--- src/design/rar_pkg.sv ---
// ----------------------------------------------------------------------------
// rar_pkg
// shared constants and types for the fraction add and reduce unit
// ----------------------------------------------------------------------------
package rar_pkg;

    // default width of each input fraction part
    localparam int VALUE_WIDTH_DEF = 16;

    // fixed widths of the result fields
    localparam int NUM_OUT_W = 33;
    localparam int DEN_OUT_W = 32;
    localparam int GCD_OUT_W = 33;

    // width used to sign extend internal values before trimming to a field
    localparam int EXT_W = 64;

    // packed result word, padded to whole bytes
    localparam int OUT_FIELDS_W = NUM_OUT_W + DEN_OUT_W + GCD_OUT_W;
    localparam int OUT_DATA_W   = ((OUT_FIELDS_W + 7) / 8) * 8;

    // divider status toward the sequencer
    typedef struct packed {
        logic busy;
        logic done;
    } t_div_stat;

endpackage

--- src/design/rar_mul.sv ---
// ----------------------------------------------------------------------------
// rar_mul
// shared signed multiplier with a registered product
// ----------------------------------------------------------------------------
module rar_mul #(
    parameter int VALUE_WIDTH = rar_pkg::VALUE_WIDTH_DEF
) (
    input  logic                            i_clk,
    input  logic signed [VALUE_WIDTH-1:0]   i_a,
    input  logic signed [VALUE_WIDTH-1:0]   i_b,
    output logic signed [2*VALUE_WIDTH-1:0] o_p
);

    logic signed [2*VALUE_WIDTH-1:0] r_p;

    // one product per cycle, registered before use
    always_ff @(posedge i_clk) begin
        r_p <= i_a * i_b;
    end

    assign o_p = r_p;

endmodule

--- src/design/rar_div.sv ---
// ----------------------------------------------------------------------------
// rar_div
// radix-2 restoring divider, signed truncating quotient and remainder
// ----------------------------------------------------------------------------
module rar_div #(
    parameter int W = 33
) (
    input  logic                i_clk,
    input  logic                i_rst_n,
    input  logic                i_start,
    input  logic signed [W-1:0] i_dividend,
    input  logic signed [W-1:0] i_divisor,
    output logic signed [W-1:0] o_quo,
    output logic signed [W-1:0] o_rem,
    output rar_pkg::t_div_stat  o_stat
);

    localparam int CNT_W = $clog2(W + 1);

    logic [W-1:0]     r_quo;
    logic [W-1:0]     r_rem;
    logic [W-1:0]     r_dsr;
    logic [CNT_W-1:0] r_cnt;
    logic             r_busy;
    logic             r_done;
    logic             r_qneg;
    logic             r_rneg;

    logic [W-1:0]     dvd_mag;
    logic [W-1:0]     dsr_mag;
    logic [W:0]       shifted;
    logic [W:0]       trial;

    // operand magnitudes
    assign dvd_mag = i_dividend[W-1] ? (~i_dividend + W'(1)) : i_dividend;
    assign dsr_mag = i_divisor[W-1]  ? (~i_divisor  + W'(1)) : i_divisor;

    // one quotient bit per cycle
    assign shifted = {r_rem, r_quo[W-1]};
    assign trial   = shifted - {1'b0, r_dsr};

    always_ff @(posedge i_clk) begin
        if (!i_rst_n) begin
            r_busy <= 1'b0;
            r_done <= 1'b0;
        end else begin
            r_done <= 1'b0;
            if (i_start) begin
                r_busy <= 1'b1;
                r_cnt  <= CNT_W'(W);
                r_quo  <= dvd_mag;
                r_rem  <= '0;
                r_dsr  <= dsr_mag;
                r_qneg <= i_dividend[W-1] ^ i_divisor[W-1];
                r_rneg <= i_dividend[W-1];
            end else if (r_busy) begin
                if (!trial[W]) begin
                    r_rem <= trial[W-1:0];
                    r_quo <= {r_quo[W-2:0], 1'b1};
                end else begin
                    r_rem <= shifted[W-1:0];
                    r_quo <= {r_quo[W-2:0], 1'b0};
                end
                r_cnt <= r_cnt - CNT_W'(1);
                if (r_cnt == CNT_W'(1)) begin
                    r_busy <= 1'b0;
                    r_done <= 1'b1;
                end
            end
        end
    end

    // sign fix: quotient by both signs, remainder follows the dividend
    assign o_quo = r_qneg ? $signed(~r_quo + W'(1)) : $signed(r_quo);
    assign o_rem = r_rneg ? $signed(~r_rem + W'(1)) : $signed(r_rem);

    assign o_stat.busy = r_busy;
    assign o_stat.done = r_done;

    // a new division never starts over one in flight
    a_start_idle: assert property (@(posedge i_clk) disable iff (!i_rst_n)
        i_start |-> !r_busy)
        else $error("divider started while busy");

    // remainder magnitude stays below the divisor
    a_rem_bound: assert property (@(posedge i_clk) disable iff (!i_rst_n)
        r_done |-> (r_rem < r_dsr))
        else $error("divider remainder not below divisor");

    // done is a single-cycle pulse
    a_done_pulse: assert property (@(posedge i_clk) disable iff (!i_rst_n)
        r_done |=> !r_done)
        else $error("divider done held longer than one cycle");

endmodule

--- src/design/rational_add_reduce_unit.sv ---
// ----------------------------------------------------------------------------
// rational_add_reduce_unit
// adds two signed fractions and reduces the sum by a Euclid gcd
// ----------------------------------------------------------------------------
// Takes one word of four signed parts (a_num, a_den, b_num, b_den, a zero
// denominator counting as one) and returns one word with the reduced sum and
// the gcd as Euclid left it, sign included. One shared multiplier forms the
// cross products and the denominator product unless the denominators match,
// then one radix-2 divider of W = 2*VALUE_WIDTH+1 bits runs every Euclid
// remainder step and, for a nonzero gcd, the two final divisions. s_tready is
// high only while no item is at work, and a result word left waiting in the
// output register holds the next item in its last state.
module rational_add_reduce_unit #(
    parameter int VALUE_WIDTH = rar_pkg::VALUE_WIDTH_DEF
) (
    input  logic                            i_clk,
    input  logic                            i_rst_n,
    input  logic                            s_tvalid,
    output logic                            s_tready,
    // a_num, a_den, b_num, b_den from bit 0 up, zero padded
    input  logic [((4*VALUE_WIDTH+7)/8)*8-1:0] s_tdata,
    output logic                            m_tvalid,
    input  logic                            m_tready,
    // sum_num (33), sum_den (32), divisor (33) from bit 0 up, zero padded
    output logic [rar_pkg::OUT_DATA_W-1:0]  m_tdata
);

    localparam int VW   = VALUE_WIDTH;
    localparam int W    = 2 * VW + 1;

    typedef enum logic [3:0] {
        S_IDLE, S_PREP, S_M0, S_M1, S_M2, S_M3,
        S_GCD, S_GWAIT, S_FIN, S_QNW, S_QD, S_QDW, S_OUT
    } t_state;

    t_state              r_state;
    logic signed [VW-1:0] r_an, r_ad, r_bn, r_bd;
    logic signed [W-1:0]  r_n, r_d, r_x, r_y;
    logic                 r_m_tvalid;
    logic [rar_pkg::OUT_DATA_W-1:0] r_m_tdata;

    logic signed [VW-1:0]   in_an, in_ad, in_bn, in_bd;
    logic signed [VW-1:0]   mul_a, mul_b;
    logic signed [2*VW-1:0] mul_p;
    logic signed [W-1:0]    mul_ext;
    logic                   div_start;
    logic signed [W-1:0]    div_dvd, div_dsr, div_quo, div_rem;
    rar_pkg::t_div_stat     div_st;
    logic signed [rar_pkg::EXT_W-1:0] ext_n, ext_d, ext_g;
    logic                   in_acc;

    // input field unpacking
    assign in_an = $signed(s_tdata[VW-1:0]);
    assign in_ad = $signed(s_tdata[2*VW-1:VW]);
    assign in_bn = $signed(s_tdata[3*VW-1:2*VW]);
    assign in_bd = $signed(s_tdata[4*VW-1:3*VW]);

    assign s_tready = (r_state == S_IDLE);
    assign in_acc   = s_tvalid && s_tready;

    // multiplier operand select
    always_comb begin
        unique case (r_state)
            S_M0:    begin mul_a = r_an; mul_b = r_bd; end
            S_M1:    begin mul_a = r_bn; mul_b = r_ad; end
            default: begin mul_a = r_ad; mul_b = r_bd; end
        endcase
    end

    rar_mul #(.VALUE_WIDTH(VW)) u_mul (
        .i_clk (i_clk),
        .i_a   (mul_a),
        .i_b   (mul_b),
        .o_p   (mul_p)
    );

    assign mul_ext = W'(mul_p);

    // divider request: euclid step, then numerator and denominator by gcd
    assign div_start = ((r_state == S_GCD) && (r_y != '0)) ||
                       ((r_state == S_FIN) && (r_x != '0)) ||
                       (r_state == S_QD);

    always_comb begin
        unique case (r_state)
            S_GCD:   begin div_dvd = r_x; div_dsr = r_y; end
            S_FIN:   begin div_dvd = r_n; div_dsr = r_x; end
            default: begin div_dvd = r_d; div_dsr = r_x; end
        endcase
    end

    rar_div #(.W(W)) u_div (
        .i_clk      (i_clk),
        .i_rst_n    (i_rst_n),
        .i_start    (div_start),
        .i_dividend (div_dvd),
        .i_divisor  (div_dsr),
        .o_quo      (div_quo),
        .o_rem      (div_rem),
        .o_stat     (div_st)
    );

    // result fields sign extended then trimmed
    assign ext_n = rar_pkg::EXT_W'(r_n);
    assign ext_d = rar_pkg::EXT_W'(r_d);
    assign ext_g = rar_pkg::EXT_W'(r_x);

    // sequencer and output word
    always_ff @(posedge i_clk) begin
        if (!i_rst_n) begin
            r_state    <= S_IDLE;
            r_m_tvalid <= 1'b0;
        end else begin
            // word taken downstream; the output state reloads it itself
            if (r_m_tvalid && m_tready && (r_state != S_OUT)) begin
                r_m_tvalid <= 1'b0;
            end
            unique case (r_state)
                S_IDLE: begin
                    if (in_acc) begin
                        r_an    <= in_an;
                        r_bn    <= in_bn;
                        r_ad    <= (in_ad == '0) ? VW'(1) : in_ad;
                        r_bd    <= (in_bd == '0) ? VW'(1) : in_bd;
                        r_state <= S_PREP;
                    end
                end
                S_PREP: begin
                    if (r_ad == r_bd) begin
                        r_n     <= W'(r_an) + W'(r_bn);
                        r_d     <= W'(r_ad);
                        r_x     <= W'(r_an) + W'(r_bn);
                        r_y     <= W'(r_ad);
                        r_state <= S_GCD;
                    end else begin
                        r_state <= S_M0;
                    end
                end
                S_M0: r_state <= S_M1;
                S_M1: begin
                    r_n     <= mul_ext;
                    r_state <= S_M2;
                end
                S_M2: begin
                    r_n     <= r_n + mul_ext;
                    r_state <= S_M3;
                end
                S_M3: begin
                    r_d     <= mul_ext;
                    r_x     <= r_n;
                    r_y     <= mul_ext;
                    r_state <= S_GCD;
                end
                S_GCD: begin
                    r_state <= (r_y == '0) ? S_FIN : S_GWAIT;
                end
                S_GWAIT: begin
                    if (div_st.done) begin
                        r_x     <= r_y;
                        r_y     <= div_rem;
                        r_state <= S_GCD;
                    end
                end
                S_FIN: begin
                    if (r_x == '0) begin
                        r_d     <= W'(1);
                        r_state <= S_OUT;
                    end else begin
                        r_state <= S_QNW;
                    end
                end
                S_QNW: begin
                    if (div_st.done) begin
                        r_n     <= div_quo;
                        r_state <= S_QD;
                    end
                end
                S_QD: r_state <= S_QDW;
                S_QDW: begin
                    if (div_st.done) begin
                        r_d     <= div_quo;
                        r_state <= S_OUT;
                    end
                end
                S_OUT: begin
                    if (!r_m_tvalid || m_tready) begin
                        r_m_tdata  <= rar_pkg::OUT_DATA_W'({
                            ext_g[rar_pkg::GCD_OUT_W-1:0],
                            ext_d[rar_pkg::DEN_OUT_W-1:0],
                            ext_n[rar_pkg::NUM_OUT_W-1:0]});
                        r_m_tvalid <= 1'b1;
                        r_state    <= S_IDLE;
                    end
                end
                default: r_state <= S_IDLE;
            endcase
        end
    end

    assign m_tvalid = r_m_tvalid;
    assign m_tdata  = r_m_tdata;

    // no new word taken while the divider works
    a_busy_stall: assert property (@(posedge i_clk) disable iff (!i_rst_n)
        div_st.busy |-> !s_tready)
        else $error("input ready during a division");

    // an accepted word closes the input for the next cycle
    a_accept_close: assert property (@(posedge i_clk) disable iff (!i_rst_n)
        in_acc |=> !s_tready)
        else $error("input ready right after accept");

    // the gcd divides the denominator exactly, so it never reduces to zero
    a_den_nonzero: assert property (@(posedge i_clk) disable iff (!i_rst_n)
        (r_state == S_OUT) |-> (r_d != '0))
        else $error("reduced denominator is zero");

endmodule

--- config.mk ---
export PLATFORM = sky130hd
export DESIGN_NAME = rational_add_reduce_unit
export DESIGN_NICKNAME = d
export VERILOG_FILES = /design/src/design/rar_pkg.sv /design/src/design/rar_mul.sv /design/src/design/rar_div.sv /design/src/design/rational_add_reduce_unit.sv
export SDC_FILE = /design/constraint.sdc
export NUM_CORES = 2
export LEC_CHECK = 0
export BUFFER_PORTS_ARGS = -buffer_cell sky130_fd_sc_hd__buf_4
export CAP_MARGIN = 30
export CORE_ASPECT_RATIO = 0.6
export CORE_UTILIZATION = 68
export DETAILED_ROUTE_END_ITERATION = 12
export HOLD_SLACK_MARGIN = 0.1
export PLACE_DENSITY = 0.95
export SYNTH_ARGS = -nofsm -noshare
export SYNTH_HDL_FRONTEND = slang
export SYNTH_SLANG_ARGS = --single-unit
export TNS_END_PERCENT = 50
--- constraint.sdc ---
create_clock -name i_clk -period 12.85 [get_ports i_clk]
set_clock_uncertainty 0.2 [all_clocks]
set_input_delay 1.9275 -clock i_clk [delete_from_list [all_inputs] [get_ports i_clk]]
set_output_delay 1.9275 -clock i_clk [all_outputs]
set_load 0.01 [all_outputs]
Word level (Yosys, flattened, before mapping)
Index checks and enable logic that the tools add are counted.
{"block": "op_classes", "reduce_logical": 29, "muxes": 40, "bitwise_logic": 7, "n_eq_ne": 22, "addsub": 8, "n_mul": 1}
{"cell": "33-bit 2-to-1 mux", "n": 14}
{"cell": "33-bit one-hot mux with 4 select lines", "n": 2}
{"cell": "33-bit one-hot mux with 3 select lines", "n": 2}
{"cell": "33-bit NOT", "n": 4}
{"cell": "33-bit by 1-bit adder with 33-bit output, second input constant", "n": 2}
{"cell": "33-bit by 2-bit adder with 33-bit output, second input constant", "n": 2}
{"cell": "33-bit zero test", "n": 2}
{"cell": "33-bit one-hot mux with 2 select lines", "n": 1}
{"cell": "33-bit nonzero test", "n": 2}
{"cell": "4-bit one-hot mux with 13 select lines", "n": 1}
{"cell": "34-bit by 33-bit subtractor with 34-bit output", "n": 1}
{"cell": "33-bit by 32-bit adder with 33-bit output", "n": 1}
{"cell": "16-bit zero test", "n": 2}
{"cell": "16-bit by 16-bit multiplier with 32-bit output", "n": 1}
{"cell": "32-bit 2-to-1 mux", "n": 1}
{"cell": "16-bit one-hot mux with 2 select lines", "n": 1}
{"cell": "4-bit 2-to-1 mux", "n": 6}
{"cell": "4-bit equality test, second input constant", "n": 5}
{"cell": "16-bit by 16-bit adder with 17-bit output", "n": 1}
{"cell": "16-bit equality test", "n": 1}
{"cell": "4-bit by 3-bit equality test with 1-bit output, second input constant", "n": 4}
{"cell": "16-bit 2-to-1 mux", "n": 1}
{"cell": "2-bit by 1-bit inequality test with 1-bit output, second input constant", "n": 5}
{"cell": "5-bit AND reduction", "n": 2}
{"cell": "22 further kinds", "n": 43}
{"block": "word_totals", "word_cells": 128, "reg_bits": 440, "out_inout_bits": 106, "input_bits": 68}

Depth between registers and ports, before layout
{"block": "depth", "ltp_word": 6, "ltp_mapped": 32, "depth_no_buf": 27}

Hierarchy
A second synthesis with hierarchy kept.
{"block": "hier_totals", "cells_unflattened": 3571, "hier_area_um2": 35816.9}
{"module": "rational_add_reduce_unit", "cells_per_inst": 1424, "area_each_um2": 16230.6, "n_inst": 1}
{"module": "rar_mul", "cells_per_inst": 1166, "area_each_um2": 10734.0, "n_inst": 1}
{"module": "rar_div", "cells_per_inst": 981, "area_each_um2": 8852.2, "n_inst": 1}

Worst setup path before layout
Ideal clock, no wire load.
{"block": "synth_path", "kind": "register to register", "startpoint": "register r_state[0]", "endpoint": "register u_mul.r_p[31] (netlist: u_mul.o_p[31])", "required_time_ns": 12.578, "setup_slack_ns": 4.281, "arrival_time_ns": 8.296, "n_path_buf": 5, "synth_period_minus_slack_ns": 8.569, "path_stages_with_launch": 29, "path_cell_list": "dfxtp_1 buf_6 clkbuf_1 clkbuf_1 buf_1 clkbuf_1 mux2i_1 a21oi_1 nand2_1 fa_1 fa_1 fa_1 inv_1 fa_1 fa_1 inv_1 fa_1 inv_1 ha_1 and3_1 a221o_1 o21bai_1 o31a_1 a22o_1 a2111oi_2 o311a_1 o21bai_1 a21oi_1 xnor2_1"}
{"block": "synth_via", "elab_chain_cells": 3}
{"item": "from (decl)", "line": "rational_add_reduce_unit.sv:36", "text": "t_state r_state;"}
{"item": "from (signal assigned)", "line": "rational_add_reduce_unit.sv:155", "text": "r_state <= (r_y == '0) ? S_FIN : S_GWAIT;"}
{"item": "4-bit by 2-bit equality test with 1-bit output", "line": "rational_add_reduce_unit.sv:63", "text": "unique case (r_state)"}
{"item": "16-bit one-hot mux with 2 select lines or 16-bit 2-to-1 mux (tied branches)", "line": "rational_add_reduce_unit.sv:63"}
{"item": "16-bit by 16-bit multiplier with 32-bit output (*)", "line": "rar_mul.sv:18", "text": "r_p <= i_a * i_b;"}
{"item": "to (signal assigned)", "line": "rar_mul.sv:18"}
{"item": "to (decl)", "line": "rar_mul.sv:14", "text": "logic signed [2*VALUE_WIDTH-1:0] r_p;"}
Every way passes the cells marked *; elsewhere a longest branch is shown, timed or not.
A chain may end at the register's enable or synchronous reset.

Worst setup path in the final report
Ends and elaborated chain as after synthesis.

==> summary.txt <==
Setup path
  – Startpoint Class: flip-flop
  – Worst Path Arrival: 10430 ps
  – Kind of critical path: reg2reg
  – Worst Path Max Fanout: 37
  – CP required: 13160 ps
  – CP Capture Type: flip-flop

Synthesis
  – Yosys Warn Count: 0
  – Post-Syn Instances: approximately 3500
  – Dominant cell type by area after synthesis: edfxtp_1
  – Compound-gate portion of the synthesized area: 13.8%
  – Yosys reg bits: 440
  – Largest family of logic cells by synthesized area: adder cells
  – Post-Synth XOR/XNOR Area: 5.97%
  – Mapped Avg Cell Area: between 9 and 10 sq um
  – Register area share after synthesis: between 30% and 40%
  – Ranking of synthesized cells by area: edfxtp_1 34%, fa_1 15%, ha_1 6.0%
  – Ys async rst share: 0%
  – Synth Area in Adders: 21.1%
  – Post-synthesis mux area share: approximately 3.7%
  – EDFF count, synth: ~400
  – Syn Std Cell Area: 35100 sq um
  – Library cells used by synthesis: 89
  – Synth Area in Simple Gates: 12.6%
  – Main synth FF type: edfxtp_1
  – Yosys top cell area share: about 34%

CTS
  – Clk Latency, worst-skew pair: 590 ps
  – CTS buffer count: 43
  – TritonCTS sink count: 440
  – CTS clock-pin slew for the worst setup and hold paths: 70 ps
  – TritonCTS clock tree: built
  – CTS root buf: clkbuf_16
  – Post-CTS setup repair buffer count: 0
  – Clk buf depth: 3
  – Htree depth: 2
  – CTS Hold Bufs: 0
  – Resized cells post-CTS: 0

Drt
  – TritonRoute pass-1 iters: 10
  – Post-Route WL: approximately 110000 microns
  – Starting DRC count in detailed routing: 4985
  – Post-Route M1 WL: ~42000 microns
  – DR DRC count: 0
  – Vias per cell: between 6 and 7
  – Post-DR wirelength/cell: 25.8 microns
  – DR top layer: met5
  – Metal3 WL: 19500 microns
  – WL met2: 45900 microns
  – Antenna-violating nets left: 0
  – Routed via count: ~29000

Die
  – Initial Util: 68.9%
  – Num rows: 64
  – Die Height: 178 microns
  – Die Area: 52500 sq um
  – Die width: 295 microns
  – Area of the core: 50900 sq um
  – Ports: 174

Timing
  – Final setup violation count: 0
  – Final Max Slew Viols: 0
  – Relative slew slack: 23.7%
  – Hold slack: 266 ps
  – Endpoints failing hold: 0
  – FMAX: just under 100 MHz
  – Actual slew at the worst max-slew pin: about 1100 ps
  – RSZ-0062 raised after global routing: no
  – Post-route clock period utilization: roughly 79%
  – Setup TNS: 0 ps
  – Minimum clock period: 10120 ps

Cells and area
  – Most frequent cells in the layout: 401 x edfxtp_1, 392 x inv_1, 343 x nand2_1
  – Synthesis-to-layout area growth: 9.98%
  – Nets: 4122
  – Share of layout cells above drive strength 1: 9.72%
  – Commonest non-fill, non-tap cell in the layout: edfxtp_1

Global routing
  – First-pass GRT wire length: 169000 microns
  – Grt ovf: 0
  – Largest net degree at the start of global routing: 65
  – Number of global-route vias before repair: 28400
  – Gr usage total: a little over two fifths
  – Initial antenna violation count: 4

Run
  – Maxcap violations: 0

Place
  – IO Port Bufs: between 150 and 200
  – GP Congestion: 1.06
  – DP Wirelength: around 86000 microns

Run status
  – Outcome: finished clean

Min path
  – Hold Crit Class: reg2reg
==> routing by layer <==
layer / vias up / GRT usage (%)
met5: - / 0
met4: 4 / 13.4
met3: 402 / 16.4
met2: 2580 / 61.0
met1: 14000 / 61.8
li1: 12400 / -
==> state kept, by name (all words and copies together), names as in the netlist, 6 cells and up <==
name,count
m_tdata,98
r_ad,16
r_an,16
r_bd,16
r_bn,16
r_d,33
r_n,33
r_x,33
r_y,33
u_div.r_cnt,6
u_div.r_dsr,33
u_div.r_quo,33
u_div.r_rem,33
u_mul.o_p,32
==> Yosys cell counts, drive strengths merged, types with 43 or more instances <==
cell and n:
edfxtp 401, inv 392, nand2 344, nor2 319, fa 265, o21ai 186, ha 169, a21oi 168
clkbuf 132, xor2 125, mux2i 115, xnor2 114, nor3 64, a21o 63, o211ai 49, a22oi 43
==> cells by family (layout without fill, tap and decap cells) <==
logic type / Yosys count / count (layout)
XOR/XNOR: 239 / 239
other: 1 / 9
AND/OR/NAND/NOR: 974 / 974
adder cells (fa/ha/maj): 434 / 434
flip-flops: 440 / 440
buffers and inverters: 563 / 698
AO/OA/AOI/OAI: 733 / 733
multiplexers: 129 / 129
==> critical path, cell delays in order, from the launching register on <==
cell and delay [ps]:
dfxtp_2 930, nor2b_1 440, and3_2 860, mux2i_1 910, nor2_1 170, fa_1 540
inv_1 50, fa_1 460, fa_1 510, inv_1 50, fa_1 500, fa_1 550
inv_1 60, fa_1 530, inv_1 50, ha_1 330, and3_1 230, a221o_1 370
o21bai_1 230, o31a_1 330, a22o_1 280, a2111oi_2 670, o311a_1 310, o21bai_1 90
a21oi_1 170, xnor2_1 130
==> area by class of cell <==
class / count / area (sq um)
multi-input combinational: 2515 / 20200
sequential: 440 / 12800
fill: 3416 / 12300
timing repair buffer: 228 / 1840
inverter: 392 / 1470
clock buffer: 59 / 1160
tap: 693 / 867
clock inverter: 19 / 169
antenna: 3 / 7.51
==> worst paths after layout <==
path / to / cells after the start / slack (ps) / startpoint
max: u_mul.o_p[31] / 25 / 2730 / r_state[0]
min: m_tdata[39] / 0 / 270 / r_d[6]
max reg2reg: u_mul.o_p[31] / 25 / 2730 / r_state[0]
min reg2reg: m_tdata[39] / 0 / 270 / r_d[6]
==> through the flow <==
step / setup slack [ps] / instance area (sq um) / util [%] / std cells
floorplan: 4280 / 35100 / - / 3518
global placement: 3270 / 37000 / 72.6 / 4249
detailed placement: 3050 / 37200 / 73.0 / 4258
CTS: 3000 / 38500 / 75.6 / 4336
global route: 2450 / 38600 / 75.7 / 4346
finish: 2730 / 38600 / 75.8 / 4349
Power is left out: the tool's default activity adds up to more than one toggle a clock period on the data nets, which glitch-free logic cannot reach.
